<file path="src/rtl/tw_dmi_pkg.sv">
// package for the two-wire debug bus dmi master
// holds payload structs, operation codes and frame constants
// no dependencies
package tw_dmi_pkg;

  // operation codes, also the command codes of an input transaction
  localparam logic [1:0] OP_IDLE   = 2'd0;
  localparam logic [1:0] OP_WRITE  = 2'd1;
  localparam logic [1:0] OP_READ   = 2'd2;
  localparam logic [1:0] OP_LRESET = 2'd3;

  // last bit slot of a read or write frame
  localparam logic [7:0] LAST_SLOT_RW = 8'd54;

  // default number of clock pulses in a line reset
  localparam int RESET_PULSES_DEFAULT = 100;

  // half period after reset, in ticks
  localparam logic [7:0] HALF_PERIOD_RESET = 8'd1;

  typedef struct packed {
    logic [1:0]  command;
    logic [6:0]  address;
    logic [31:0] write_data;
    logic        data_pin_in;
  } in_item_t;

  typedef struct packed {
    logic        clock_level;
    logic        data_level;
    logic        data_drive;
    logic        busy_res;
    logic        done_res;
    logic [31:0] read_data;
    logic [3:0]  reply_status;
    logic [1:0]  reply_parity;
  } out_item_t;

endpackage

</file>
<file path="src/rtl/tw_dmi_frame.sv">
// frame sequencer: wire state registers and one-tick next-state logic
// depends on tw_dmi_pkg
module tw_dmi_frame #(
  parameter int RESET_PULSES = 100
) (
  input  logic                 clk_i,
  input  logic                 rst_ni,
  input  logic                 step_i,
  input  tw_dmi_pkg::in_item_t item_i,
  input  logic [7:0]           half_period_i,
  output tw_dmi_pkg::out_item_t res_o
);
  import tw_dmi_pkg::*;

  localparam logic [1:0] RECV_NONE = 2'd0;
  localparam logic [1:0] RECV_DATA = 2'd1;
  localparam logic [1:0] RECV_STAT = 2'd2;
  localparam logic [7:0] RESET_LAST = 8'(RESET_PULSES - 1);

  logic [1:0]  op_q, op_d;
  logic [7:0]  phase_q, phase_d;
  logic        half_q, half_d;
  logic [7:0]  tick_q, tick_d;
  logic [31:0] shift_q, shift_d;
  logic [7:0]  addr_q, addr_d;
  logic [31:0] data_q, data_d;
  logic [5:0]  status_q, status_d;

  logic [7:0]  last_slot;
  logic [7:0]  tick_inc;
  logic [1:0]  recv;
  logic        wr;
  logic        clk_lvl, dat_lvl, drv, busy, done;

  // one tick of the wire sequencer
  always_comb begin
    op_d     = op_q;
    phase_d  = phase_q;
    half_d   = half_q;
    tick_d   = tick_q;
    shift_d  = shift_q;
    addr_d   = addr_q;
    data_d   = data_q;
    status_d = status_q;
    last_slot = LAST_SLOT_RW;
    tick_inc = 8'd0;
    recv     = RECV_NONE;
    wr       = 1'b0;
    clk_lvl  = 1'b1;
    dat_lvl  = 1'b1;
    drv      = 1'b1;
    busy     = 1'b0;
    done     = 1'b0;

    // frame start from idle
    if (op_q == OP_IDLE && item_i.command != OP_IDLE) begin
      op_d     = item_i.command;
      phase_d  = 8'd0;
      half_d   = 1'b0;
      tick_d   = 8'd0;
      status_d = 6'd0;
      if (item_i.command == OP_WRITE) begin
        addr_d  = {item_i.address, 1'b1};
        shift_d = item_i.write_data;
      end else if (item_i.command == OP_READ) begin
        addr_d  = {item_i.address, 1'b0};
        shift_d = 32'd0;
      end
    end

    if (op_d != OP_IDLE) begin
      busy    = 1'b1;
      wr      = (op_d == OP_WRITE);
      clk_lvl = half_d;
      if (op_d == OP_LRESET) begin
        last_slot = RESET_LAST;
        dat_lvl   = 1'b1;
      end else if (phase_d == 8'd0) begin
        // start condition
        clk_lvl = 1'b1;
        dat_lvl = 1'b0;
      end else if (phase_d <= 8'd8) begin
        dat_lvl = addr_d[3'(8'd8 - phase_d)];
      end else if (phase_d <= 8'd10) begin
        dat_lvl = ^addr_d;
      end else if (phase_d < (wr ? 8'd15 : 8'd14)) begin
        dat_lvl = 1'b0;
      end else if (phase_d <= 8'd52) begin
        if (wr && phase_d <= 8'd46) begin
          dat_lvl = shift_d[5'(8'd46 - phase_d)];
        end else if (wr && phase_d <= 8'd48) begin
          dat_lvl = ^shift_d;
        end else begin
          // line released for the target
          drv     = 1'b0;
          dat_lvl = 1'b0;
          if (wr) begin
            recv = RECV_STAT;
          end else if (phase_d == 8'd14) begin
            recv = RECV_NONE;
          end else if (phase_d <= 8'd46) begin
            recv = RECV_DATA;
          end else begin
            recv = RECV_STAT;
          end
        end
      end else if (phase_d == 8'd53) begin
        dat_lvl = 1'b0;
      end else begin
        // stop condition
        clk_lvl = 1'b1;
        dat_lvl = 1'b1;
      end

      // sample on the first tick of a clock-high half
      if (recv != RECV_NONE && half_d && tick_d == 8'd0) begin
        if (recv == RECV_DATA) begin
          shift_d = {shift_d[30:0], item_i.data_pin_in};
          if (phase_d == 8'd46) begin
            data_d = shift_d;
          end
        end else begin
          status_d = {status_d[4:0], item_i.data_pin_in};
        end
      end

      // half-period timing and slot advance
      tick_inc = tick_d + 8'd1;
      if (tick_inc >= half_period_i || tick_inc == 8'd0) begin
        tick_d = 8'd0;
        if (!half_d) begin
          half_d = 1'b1;
        end else begin
          half_d = 1'b0;
          if (phase_d >= last_slot) begin
            done    = 1'b1;
            op_d    = OP_IDLE;
            phase_d = 8'd0;
          end else begin
            phase_d = phase_d + 8'd1;
          end
        end
      end else begin
        tick_d = tick_inc;
      end
    end
  end

  // control state
  always_ff @(posedge clk_i or negedge rst_ni) begin
    if (!rst_ni) begin
      op_q     <= OP_IDLE;
      phase_q  <= 8'd0;
      half_q   <= 1'b0;
      tick_q   <= 8'd0;
      shift_q  <= 32'd0;
      addr_q   <= 8'd0;
      data_q   <= 32'd0;
      status_q <= 6'd0;
    end else if (step_i) begin
      op_q     <= op_d;
      phase_q  <= phase_d;
      half_q   <= half_d;
      tick_q   <= tick_d;
      shift_q  <= shift_d;
      addr_q   <= addr_d;
      data_q   <= data_d;
      status_q <= status_d;
    end
  end

  // result of this tick
  always_comb begin
    res_o.clock_level  = clk_lvl;
    res_o.data_level   = dat_lvl;
    res_o.data_drive   = drv;
    res_o.busy_res     = busy;
    res_o.done_res     = done;
    res_o.read_data    = data_d;
    res_o.reply_status = status_d[3:0];
    res_o.reply_parity = status_d[5:4];
  end

endmodule

</file>
<file path="src/rtl/two_wire_debug_dmi_master_unit.sv">
// two-wire debug bus dmi master, top level
// path from input transaction to result: input register, frame sequencer, result register
// throughput: one tick per cycle while the result side does not stall; the handshake in this unit sets it
// reset: asynchronous active low; line idle, half period 1, captured data cleared
// depends on tw_dmi_pkg and tw_dmi_frame
module two_wire_debug_dmi_master_unit #(
  parameter int RESET_PULSES = tw_dmi_pkg::RESET_PULSES_DEFAULT
) (
  input  logic                  clk_i,
  input  logic                  rst_ni,
  input  logic                  in_valid_i,
  output logic                  in_stall_o,
  input  tw_dmi_pkg::in_item_t  in_item_i,
  output logic                  out_valid_o,
  input  logic                  out_stall_i,
  output tw_dmi_pkg::out_item_t out_item_o,
  input  logic                  cfg_valid_i,
  output logic                  cfg_ready_o,
  input  logic [7:0]            cfg_data_i
);
  import tw_dmi_pkg::*;

  logic       in_valid_q, in_valid_d;
  in_item_t   in_item_q;
  logic       out_valid_q, out_valid_d;
  out_item_t  out_item_q;
  out_item_t  res;
  logic [7:0] half_period_q;
  logic       advance;
  logic       in_accept;

  // pipeline handshake
  assign advance    = in_valid_q && (!out_valid_q || !out_stall_i);
  assign in_stall_o = in_valid_q && !advance;
  assign in_accept  = in_valid_i && !in_stall_o;
  assign in_valid_d = in_accept || (in_valid_q && !advance);
  assign out_valid_d = advance || (out_valid_q && out_stall_i);

  assign cfg_ready_o = 1'b1;
  assign out_valid_o = out_valid_q;
  assign out_item_o  = out_item_q;

  // configuration register
  always_ff @(posedge clk_i or negedge rst_ni) begin
    if (!rst_ni) begin
      half_period_q <= HALF_PERIOD_RESET;
    end else if (cfg_valid_i && cfg_ready_o) begin
      half_period_q <= cfg_data_i;
    end
  end

  // input register
  always_ff @(posedge clk_i or negedge rst_ni) begin
    if (!rst_ni) begin
      in_valid_q <= 1'b0;
    end else begin
      in_valid_q <= in_valid_d;
    end
  end

  always_ff @(posedge clk_i) begin
    if (in_accept) begin
      in_item_q <= in_item_i;
    end
  end

  // frame sequencer
  tw_dmi_frame #(
    .RESET_PULSES(RESET_PULSES)
  ) u_frame (
    .clk_i        (clk_i),
    .rst_ni       (rst_ni),
    .step_i       (advance),
    .item_i       (in_item_q),
    .half_period_i(half_period_q),
    .res_o        (res)
  );

  // result register
  always_ff @(posedge clk_i or negedge rst_ni) begin
    if (!rst_ni) begin
      out_valid_q <= 1'b0;
    end else begin
      out_valid_q <= out_valid_d;
    end
  end

  always_ff @(posedge clk_i) begin
    if (advance) begin
      out_item_q <= res;
    end
  end

  // checks
  a_done_busy: assert property (@(posedge clk_i) disable iff (!rst_ni)
    out_valid_o && out_item_o.done_res |-> out_item_o.busy_res)
    else $error("done without busy");

  a_idle_line: assert property (@(posedge clk_i) disable iff (!rst_ni)
    out_valid_o && !out_item_o.busy_res |->
      out_item_o.clock_level && out_item_o.data_level && out_item_o.data_drive)
    else $error("idle line not high and driven");

  a_released_low: assert property (@(posedge clk_i) disable iff (!rst_ni)
    out_valid_o && !out_item_o.data_drive |-> !out_item_o.data_level)
    else $error("released data level not zero");

  a_hold_input: assert property (@(posedge clk_i) disable iff (!rst_ni)
    in_valid_q && !advance |=> in_valid_q)
    else $error("stalled input transaction lost");

endmodule

</file>
<file path="config.mk">
export PLATFORM = sky130hd
export DESIGN_NAME = two_wire_debug_dmi_master_unit
export DESIGN_NICKNAME = d
export VERILOG_FILES = /design/src/rtl/tw_dmi_pkg.sv /design/src/rtl/tw_dmi_frame.sv /design/src/rtl/two_wire_debug_dmi_master_unit.sv
export SDC_FILE = /design/constraint.sdc
export NUM_CORES = 1
export LEC_CHECK = 0
export BUFFER_PORTS_ARGS = -buffer_cell sky130_fd_sc_hd__buf_2
export CORE_MARGIN = 3
export CORE_UTILIZATION = 50
export DETAILED_ROUTE_END_ITERATION = 10
export PLACE_DENSITY = 0.8
export SKIP_LAST_GASP = 1
export SLEW_MARGIN = 20
export SYNTH_ARGS = -nofsm -noshare
export SYNTH_HDL_FRONTEND = slang
export SYNTH_SLANG_ARGS = --single-unit
</file>
<file path="constraint.sdc">
create_clock -name clk_i -period 11.92 [get_ports clk_i]
set_input_delay 3.576 -clock clk_i [delete_from_list [all_inputs] [get_ports clk_i]]
set_output_delay 3.576 -clock clk_i [all_outputs]
set_load 0.01 [all_outputs]
</file>
==> impl_metrics.env, run 1 <==
export IMPL_critPathLaunchType="primary input"
export IMPL_path_class="in2out"
export IMPL_numCtsBuffers=17
export IMPL_initial_utilization_pct=51.8
export IMPL_max_vdd_ir_drop_uv=123
export IMPL_avgSynthCellArea_um2=11.2
export IMPL_drt_initial_drc_count=911
export IMPL_cp_end_kind="output port"
export IMPL_setup_violations=0
export IMPL_r2r_end="u_frame.phase_q[7]"
export IMPL_cp_arrival_ps=3950
export IMPL_cpMostUsedCell="buf_2"
export IMPL_p_switching_uw=976
export IMPL_netlist_top_cells_count="106 x dfrtp_1, 85 x edfxtp_1, 74 x nand2_1"
export IMPL_top_level_ports=101
export IMPL_synth_most_common_cell="dfrtp_1"
export IMPL_routedWlPerCell_um=18.8
export IMPL_path_max_fanout=3
export IMPL_cp_num_cells=4
export IMPL_finalMaxSlewViolations=0
export IMPL_ctsLongestPathBuffers=2
export IMPL_async_flop_share_pct=55.7
export IMPL_yosys_warnings=0
export IMPL_critPathLaunch="out_stall_i"
export IMPL_yosysUniqueCellTypes=72
export IMPL_portBuffers=99
export IMPL_slew_headroom_pct=35.1
export IMPL_clk_pin_slew_ps=70
export IMPL_fin_util_pct=57.6
export IMPL_antenna_left=0
export IMPL_grt_overflow=0
export IMPL_root_buffer="clkbuf_16"
export IMPL_slowest_stage="buf_2"
export IMPL_die_h_um=152
export IMPL_diodes=0
export IMPL_synth_area_leader_cell="dfrtp_1"
export IMPL_ys_seq_elements=192
export IMPL_cts_sinks=192
export IMPL_vias=7811
export IMPL_synth_top_family_by_area="compound AO/OA/AOI/OAI gates"
export IMPL_seqPwrFrac_pct=35.6
export IMPL_endpoint="in_stall_o"
export IMPL_hpwl_um=16100
export IMPL_finalHoldViolCount=0
export IMPL_grt_pass1_vias=7431
export IMPL_fp_coreArea_um2=20600
export IMPL_cts_resized=0
export IMPL_dieArea_um2=23200
export IMPL_insertion_delay_ps=440
export IMPL_via_per_inst=6.00
export IMPL_synthAdderAreaFrac_pct=2.55
export IMPL_fin_crit_sh_pct=63.1
export IMPL_synth_compound_gate_area_share_pct=16.0
export IMPL_grt_max_degree=80
export IMPL_p_int_uw=1530
export IMPL_ys_seq_area_share_pct=49.0
export IMPL_critical_path_top_delay_family="buffers and inverters"
export IMPL_synth_xor_area_share_pct=4.85
export IMPL_period_needed_ps=7520
export IMPL_drtPass1Iterations=5
export IMPL_wl_um=24500
export IMPL_power_frac_comb_pct=42.6
export IMPL_reg2regPathDepth=19
export IMPL_fp_dieW_um=152
export IMPL_htree_num_levels=4
export IMPL_synth_mux_area_share_pct=12.6
export IMPL_yosys_area_share_simple_pct=11.0
export IMPL_drc_errors=0
export IMPL_tritoncts="built"
export IMPL_antenna_found_initial=0
export IMPL_pwr_share_clk_pct=21.8
export IMPL_tns_ps=0
export IMPL_status="completed"
export IMPL_synth_top_area_share_pct=24.8
export IMPL_synth_area_um2=10700
export IMPL_crit_chain="buf_2 > nand3_1 > inv_1 > buf_2"
export IMPL_crit_buf_inv=3
export IMPL_cpPeakStageDelay_ps=130
export IMPL_reg2reg_slack_ps=7090
export IMPL_clock_fmax_mhz=133
export IMPL_cap_violations=0
export IMPL_clock_skew_ps=8.60
export IMPL_worstReg2RegStart="u_frame.op_q[0]"
export IMPL_synth_ff_type="dfrtp_1"
export IMPL_cts_setup_buffers=0
export IMPL_worst_pin_slew_ps=974
export IMPL_synth_cells=951
export IMPL_p_per_area_nw_per_um2=211
export IMPL_synth_nets=1027
export IMPL_hold_class="reg2reg"
export IMPL_postCtsHoldBufs=0
export IMPL_rsz0062_at_grt="no"
export IMPL_swShare_pct=38.9
export IMPL_areaGrowthSynthToFinish_pct=11.2
export IMPL_grt_pass1_wl_um=39800
export IMPL_synth_area_leaders="dfrtp_1 25%, edfxtp_1 24%, mux2_2 7.0%, mux2i_1 4.5%, xnor2_1 3.3%"
export IMPL_nets=1094
export IMPL_place_congestion=0.928
export IMPL_p_leak_uw=0.00506
export IMPL_grtUsageTotal_pct=21.0
export IMPL_required_ps=8340
export IMPL_synth_edf_count=85
export IMPL_drive_gt1_share_pct=24.2
export IMPL_row_count=52
==> worst min-delay path by stage <==
stage | cells past startpoint | slack (ps) | endpoint | start
floorplan | 1 | 450 | u_frame.data_q[0] | u_frame.data_q[0]
global placement | 1 | 460 | u_frame.data_q[15] | u_frame.data_q[15]
detailed placement | 1 | 470 | u_frame.data_q[23] | u_frame.data_q[23]
CTS | 1 | 480 | u_frame.data_q[23] | u_frame.data_q[23]
global route | 1 | 500 | u_frame.data_q[23] | u_frame.data_q[23]
finish | 1 | 490 | u_frame.data_q[15] | u_frame.data_q[15]
==> cell type report <==
class / instances / area, um^2
repair buffers: 114 / 611
multi-input cells: 666 / 5050
flip-flops and latches: 192 / 5230
fillers: 1689 / 8740
clock inverters: 14 / 125
well taps: 270 / 338
clock buffers: 18 / 429
inverters: 27 / 101
==> kinds of logic after synthesis <==
family	count (synthesis)
flip-flops	192
other	1
AO/OA/AOI/OAI	249
multiplexers	123
AND/OR/NAND/NOR	219
adder cells (fa/ha/maj)	22
buffers and inverters	93
XOR/XNOR	52
==> state kept, by name, summed over array words and instances, names as in the netlist <==
register,flops
out_item_o,43
in_item_q,42
u_frame.data_q,32
u_frame.shift_q,32
half_period_q,8
u_frame.addr_q,8
u_frame.phase_q,8
u_frame.tick_q,8
u_frame.status_q,6
u_frame.op_q,2
in_valid_q,1
out_valid_o,1
u_frame.half_q,1
==> stage by stage <==
stage	cells	hold slack, ps	setup WS (ps)	area [um^2]	total power, uW
after floorplan	951	452	4590	10700	1680
after CTS	1301	485	4400	11900	2500
after detailed placement	1269	468	4400	11300	1950
after global routing	1301	497	4360	11900	2660
final	1301	485	4400	11900	2510
after global placement	1269	461	4400	11300	1910
==> worst reg2reg max path, delay by kind of cell (launching register included) <==
family	cells	cell delay, ps
compound gates	7	1510
simple gates	6	1150
buf+inv	3	1080
fa+ha+maj	2	520
flops	1	330
xor+xnor	1	130
==> cell usage in the layout (no fill, tap or decap), drive strengths merged, types with 9 or more instances in the layout <==
| master | count |
|---|---|
| a21oi | 51 |
| a22o | 14 |
| buf | 114 |
| clkbuf | 18 |
| dfrtp | 106 |
| edfxtp | 85 |
| ha | 21 |
| inv | 33 |
| mux2 | 73 |
| mux2i | 48 |
| nand2 | 74 |
| nand3 | 9 |
| nor2 | 42 |
| nor3 | 15 |
| nor4b | 32 |
| o21ai | 98 |
| o2bb2ai | 33 |
| xnor2 | 41 |
==> power by group through the flow <==
| stage | sequential, uW | combinational (uW) | clock (uW) |
|---|---|---|---|
| after floorplan | 877 | 805 | 0 |
| final | 894 | 1070 | 548 |
| after global placement | 897 | 1020 | 0 |
| after global routing | 905 | 1160 | 588 |
| after CTS | 890 | 1060 | 555 |
| after detailed placement | 901 | 1050 | 0 |
==> routing by layer <==
metal	GRT usage, %	routed length [um]	part of all wire (%)
met4	6.29	417	1.7
met5	0	0	0
met3	4.60	2020	8.3
met2	29.3	10600	43
met1	32.7	11500	47
Power figures use the tool's default switching activity.
==> run 2: changes to the inputs <==
==> constraint.sdc (replaced) <==
create_clock -name clk_i -period 7.68 [get_ports clk_i]
set_input_delay 2.304 -clock clk_i [delete_from_list [all_inputs] [get_ports clk_i]]
set_output_delay 2.304 -clock clk_i [all_outputs]
set_load 0.01 [all_outputs]
==> run 2 against run 1 <==
Effect of this change: wire length is 1.0% lower; sequential power increased by 55%; combinational power rose by 52%; highest routed layer unchanged; largest cell class unchanged; hold slack worse by 0.79 ps; design area about the same; sequential cell count unchanged.
==> impl_metrics.env, run 2 (same netlist as run 1, synthesis figures left out) <==
export IMPL_status="completed"
export IMPL_fin_ws_ps=2710
export IMPL_antenna_found_initial=0
export IMPL_vias=7812
export IMPL_cp_arrival_ps=2670
export IMPL_finalMaxSlewViolations=0
export IMPL_required_ps=5380
export IMPL_cts_setup_buffers=0
export IMPL_place_ws_ps=2700
export IMPL_ctsLongestPathBuffers=2
export IMPL_via_per_inst=6.00
export IMPL_fin_crit_sh_pct=64.8
export IMPL_fin_cells=1301
export IMPL_use_met3_pct=4.83
export IMPL_grt_max_degree=80
export IMPL_slew_headroom_pct=27.0
export IMPL_grt_pass1_vias=7510
export IMPL_met2_usage_pct=30.4
export IMPL_drc_errors=0
export IMPL_cp_end_kind="output port"
export IMPL_initial_utilization_pct=51.8
export IMPL_dp_cells=1269
export IMPL_tritoncts="built"
export IMPL_hold_class="reg2reg"
export IMPL_path_class="in2out"
export IMPL_final_area_um2=11900
export IMPL_p_per_area_nw_per_um2=326
export IMPL_grt_busiest_layer="met1"
export IMPL_cap_violations=0
export IMPL_grt_overflow=0
export IMPL_cts_resized=0
export IMPL_cts_sinks=192
export IMPL_p_leak_uw=0.00506
export IMPL_die_h_um=152
export IMPL_period_needed_ps=4970
export IMPL_rsz0062_at_grt="no"
export IMPL_critPathLaunchType="primary input"
export IMPL_clk_pin_slew_ps=70
export IMPL_clock_skew_ps=9.18
export IMPL_postCtsHoldBufs=0
export IMPL_grtUsageTotal_pct=20.7
export IMPL_grt_use_met1_pct=30.9
export IMPL_max_vdd_ir_drop_uv=269
export IMPL_finalHoldViolCount=0
export IMPL_nets=1094
export IMPL_setup_violations=0
export IMPL_insertion_delay_ps=430
export IMPL_top_level_ports=101
export IMPL_drtPass1Iterations=5
export IMPL_row_count=52
export IMPL_tns_ps=0
export IMPL_dieArea_um2=23200
export IMPL_clock_fmax_mhz=201
export IMPL_wl_um=24200
export IMPL_worst_pin_slew_ps=1090
export IMPL_portBuffers=99
export IMPL_diodes=0
export IMPL_drt_initial_drc_count=849
export IMPL_final_cell_mix="106 x dfrtp_1, 98 x buf_2, 85 x edfxtp_1"
export IMPL_grt_pass1_wl_um=39700
export IMPL_holdWs_ps=485
export IMPL_fp_coreArea_um2=20600
export IMPL_path_max_fanout=3
export IMPL_antenna_left=0
export IMPL_fp_dieW_um=152
export IMPL_place_congestion=0.919
export IMPL_areaGrowthSynthToFinish_pct=11.3
export IMPL_drive_gt1_share_pct=24.2
export IMPL_layout_commonest_cell="dfrtp_1"
export IMPL_htree_num_levels=4
export IMPL_largest_register_ffs=43
export IMPL_hpwl_um=16100
export IMPL_numCtsBuffers=17
export IMPL_root_buffer="clkbuf_16"
export IMPL_routedWlPerCell_um=18.6
export IMPL_dpl_cell_area_um2=11300
[run 2: metrics by stage]
stage | util (%) | total power, uW
final | 57.6 | 3880
after global routing | 57.6 | 4120
after CTS | 57.6 | 3880
after detailed placement | 54.9 | 3010
after global placement | 54.9 | 2960
after floorplan | - | 2610
[run 2: cell type report]
cell class,instances,area (um^2)
fill,1687,8730
sequential,192,5230
multi-input combinational,666,5050
timing repair buffer,114,611
clock buffer,19,433
tap,270,338
clock inverter,13,129
inverter,27,101
[run 2: final timing paths]
kind / from / endpoint / slack, ps / depth (start not counted)
worst max register to register: in_item_q[41] / u_frame.tick_q[5] / 2990 / 18
worst min register to register: u_frame.data_q[15] / u_frame.data_q[15] / 480 / 1
min in group asynchronous: rst_ni / out_valid_o / 1830 / 1
max in group asynchronous: rst_ni / u_frame.data_q[14] / 4510 / 2
worst min-delay path: u_frame.data_q[15] / u_frame.data_q[15] / 480 / 1
worst max-delay path: out_stall_i / in_stall_o / 2710 / 4
[run 2: critical path: stages]
cell     delay (ps)
buf_2           100
nand3_1          90
inv_1            40
buf_2           130
[run 2: per-layer routing]
metal / vias up / routed length (um)
li1: 3677 / -
met4: 0 / 442
met1: 3740 / 11200
met5: - / 0
met3: 40 / 2010
met2: 355 / 10500
[run 2: where the power goes]
group          switching (uW)  leakage, uW  total [uW]  internal (uW)
sequential                161      0.00223        1390           1230
clock                     404     0.000269         859            455
combinational             904      0.00255        1630            726
total                    1470      0.00506        3880           2410
==> run 3: changes to the inputs <==
--- a/config.mk
+++ b/config.mk
@@ -9,7 +9,7 @@
 export CORE_MARGIN = 3
 export CORE_UTILIZATION = 50
 export DETAILED_ROUTE_END_ITERATION = 10
-export PLACE_DENSITY = 0.8
+export PLACE_DENSITY = 0.83
 export SKIP_LAST_GASP = 1
 export SLEW_MARGIN = 20
 export SYNTH_ARGS = -nofsm -noshare
==> constraint.sdc (replaced) <==
create_clock -name clk_i -period 4.5 [get_ports clk_i]
set_input_delay 1.35 -clock clk_i [delete_from_list [all_inputs] [get_ports clk_i]]
set_output_delay 1.35 -clock clk_i [all_outputs]
set_load 0.01 [all_outputs]
==> run 3 against run 2 <==
Effect of this change: sequential power is 71% higher; count of clock-buffer cells in the layout is 1 lower; power up 74%; global-route usage rose by 0.63 points; register-to-register slack got worse by 2500 ps; first-iteration DRC count increased by 19%; clock skew hardly changed; via count is 1.3% higher; utilization grew 0.37 points; cell count is 0.31% higher; design area grew 0.64%; critical path type is now reg2reg; critical endpoint is now u_frame.phase_q[3].
==> impl_metrics.env, run 3 (same netlist as run 1, synthesis figures left out) <==
export IMPL_status="completed"
export IMPL_nets=1098
export IMPL_clk_pin_slew_ps=70
export IMPL_final_cell_mix="106 x dfrtp_1, 98 x buf_2, 85 x edfxtp_1"
export IMPL_portBuffers=99
export IMPL_drt_initial_drc_count=1013
export IMPL_max_vdd_ir_drop_uv=328
export IMPL_drtPass1Iterations=6
export IMPL_wl_um=24800
export IMPL_p_switching_uw=2560
export IMPL_fp_dieW_um=152
export IMPL_row_count=52
export IMPL_initial_utilization_pct=51.8
export IMPL_insertion_delay_ps=440
export IMPL_clock_skew_ps=8.95
export IMPL_cts_resized=0
export IMPL_crit_chain="buf_4 > nor2_2 > nor2_1 > nor2_1 > ha_1 > o21a_1 > o21a_1 > a221oi_1 > o211ai_1 > and3_1 > o21ai_1 > nand2_1 > o21ai_0"
export IMPL_cts_sinks=192
export IMPL_finalMaxSlewViolations=0
export IMPL_clock_fmax_mhz=249
export IMPL_top_level_ports=101
export IMPL_diodes=0
export IMPL_cp_end_kind="flip-flop"
export IMPL_grt_pass1_vias=7551
export IMPL_period_needed_ps=4010
export IMPL_fin_util_pct=58.0
export IMPL_place_congestion=0.930
export IMPL_hold_class="reg2reg"
export IMPL_met2_usage_pct=31.6
export IMPL_crit_buf_inv=1
export IMPL_grtUsageTotal_pct=21.4
export IMPL_worst_pin_slew_ps=975
export IMPL_ctsLongestPathBuffers=2
export IMPL_antenna_found_initial=0
export IMPL_grt_max_degree=76
export IMPL_cap_violations=0
export IMPL_holdWs_ps=488
export IMPL_reg2reg_slack_ps=490
export IMPL_postCtsHoldBufs=0
export IMPL_power_frac_comb_pct=41.6
export IMPL_htree_num_levels=4
export IMPL_tns_ps=0
export IMPL_routedWlPerCell_um=19.0
export IMPL_cts_setup_buffers=0
export IMPL_dieArea_um2=23200
export IMPL_p_leak_uw=0.00511
export IMPL_setup_violations=0
export IMPL_via_per_inst=6.06
export IMPL_critical_path_top_delay_family="compound AO/OA/AOI/OAI gates"
export IMPL_fp_coreArea_um2=20600
export IMPL_hpwl_um=17200
export IMPL_vias=7912
export IMPL_largest_register_ffs=43
export IMPL_path_class="reg2reg"
export IMPL_drive_gt1_share_pct=24.5
export IMPL_dpl_cell_area_um2=11400
export IMPL_path_max_fanout=75
export IMPL_antenna_left=0
export IMPL_rsz0062_at_grt="no"
export IMPL_pwr_share_clk_pct=23.1
export IMPL_grt_pass1_wl_um=40600
export IMPL_worstReg2RegStart="in_item_q[41]"
export IMPL_cp_num_cells=13
export IMPL_reg2regPathDepth=13
export IMPL_p_per_area_nw_per_um2=563
export IMPL_critPathLaunchType="flip-flop"
export IMPL_use_met3_pct=4.54
export IMPL_swShare_pct=38.0
export IMPL_drc_errors=0
export IMPL_cp_arrival_ps=4360
export IMPL_grt_overflow=0
export IMPL_areaGrowthSynthToFinish_pct=12.0
export IMPL_grt_busiest_layer="met1"
export IMPL_fin_crit_sh_pct=89.1
export IMPL_grt_use_met1_pct=32.0
export IMPL_critPathLaunch="in_item_q[41]"
export IMPL_slew_headroom_pct=34.4
export IMPL_root_buffer="clkbuf_16"
export IMPL_required_ps=4850
export IMPL_endpoint="u_frame.phase_q[3]"
export IMPL_finalHoldViolCount=0
export IMPL_r2r_end="u_frame.phase_q[3]"
export IMPL_final_area_um2=12000
export IMPL_cpPeakStageDelay_ps=620
export IMPL_p_int_uw=4170
export IMPL_slowest_stage="buf_4"
export IMPL_numCtsBuffers=17
export IMPL_layout_commonest_cell="dfrtp_1"
export IMPL_tritoncts="built"
export IMPL_seqPwrFrac_pct=35.3
export IMPL_die_h_um=152
run 3: cell count changes in the layout (fill, tap and decap cells not counted), sizes merged:
cell      previous run  this run
clkinvlp             3         1
clkbuf              19        18
inv                 32        35
buf                114       118
run 3: stage by stage:
| step | total power (uW) | setup WS, ps | std cells |
|---|---|---|---|
| 2_1_floorplan | 4460 | 384 | 951 |
| 3_3_place_gp | 5080 | 718 | 1273 |
| 3_5_place_dp | 5160 | 550 | 1273 |
| 4_1_cts | 6740 | 540 | 1305 |
| 5_1_grt | 7130 | 166 | 1305 |
| 6_report | 6730 | 489 | 1305 |
run 3: power by group through the flow:
stage                     combinational (uW)  clock, uW  sequential [uW]
after floorplan                         2130          0             2320
after global placement                  2690          0             2390
after detailed placement                2760          0             2400
after CTS                               2790       1590             2360
after global routing                    3060       1670             2410
final                                   2800       1560             2380
run 3: worst register-to-register path, stage by stage (launching register included):
cell	delay [ps]
edfxtp_1	400
buf_4	620
nor2_2	130
nor2_1	490
nor2_1	170
ha_1	330
o21a_1	120
o21a_1	180
a221oi_1	340
o211ai_1	270
and3_1	340
o21ai_1	350
nand2_1	100
o21ai_0	90
run 3: layout make-up:
| class | instances | area [um^2] |
|---|---|---|
| clock buffer | 18 | 450 |
| clock inverter | 14 | 163 |
| fill | 1673 | 8660 |
| inverter | 27 | 101 |
| multi-input combinational | 666 | 5040 |
| sequential | 192 | 5230 |
| tap | 270 | 338 |
| timing repair buffer | 118 | 641 |
run 3: routing by layer:
| layer | wire (um) | part of all wire [%] |
|---|---|---|
| met1 | 11100 | 45 |
| met2 | 11000 | 44 |
| met3 | 2250 | 9.1 |
| met4 | 451 | 1.8 |
| met5 | 0 | 0 |
run 3: worst min path at each step:
stage	from	depth (start not counted)	slack, ps	to
after global placement	u_frame.data_q[2]	1	460	u_frame.data_q[2]
after floorplan	u_frame.data_q[0]	1	450	u_frame.data_q[0]
after detailed placement	u_frame.data_q[3]	1	470	u_frame.data_q[3]
after global routing	u_frame.data_q[3]	1	510	u_frame.data_q[3]
after CTS	u_frame.data_q[3]	1	490	u_frame.data_q[3]
final	u_frame.data_q[3]	1	490	u_frame.data_q[3]
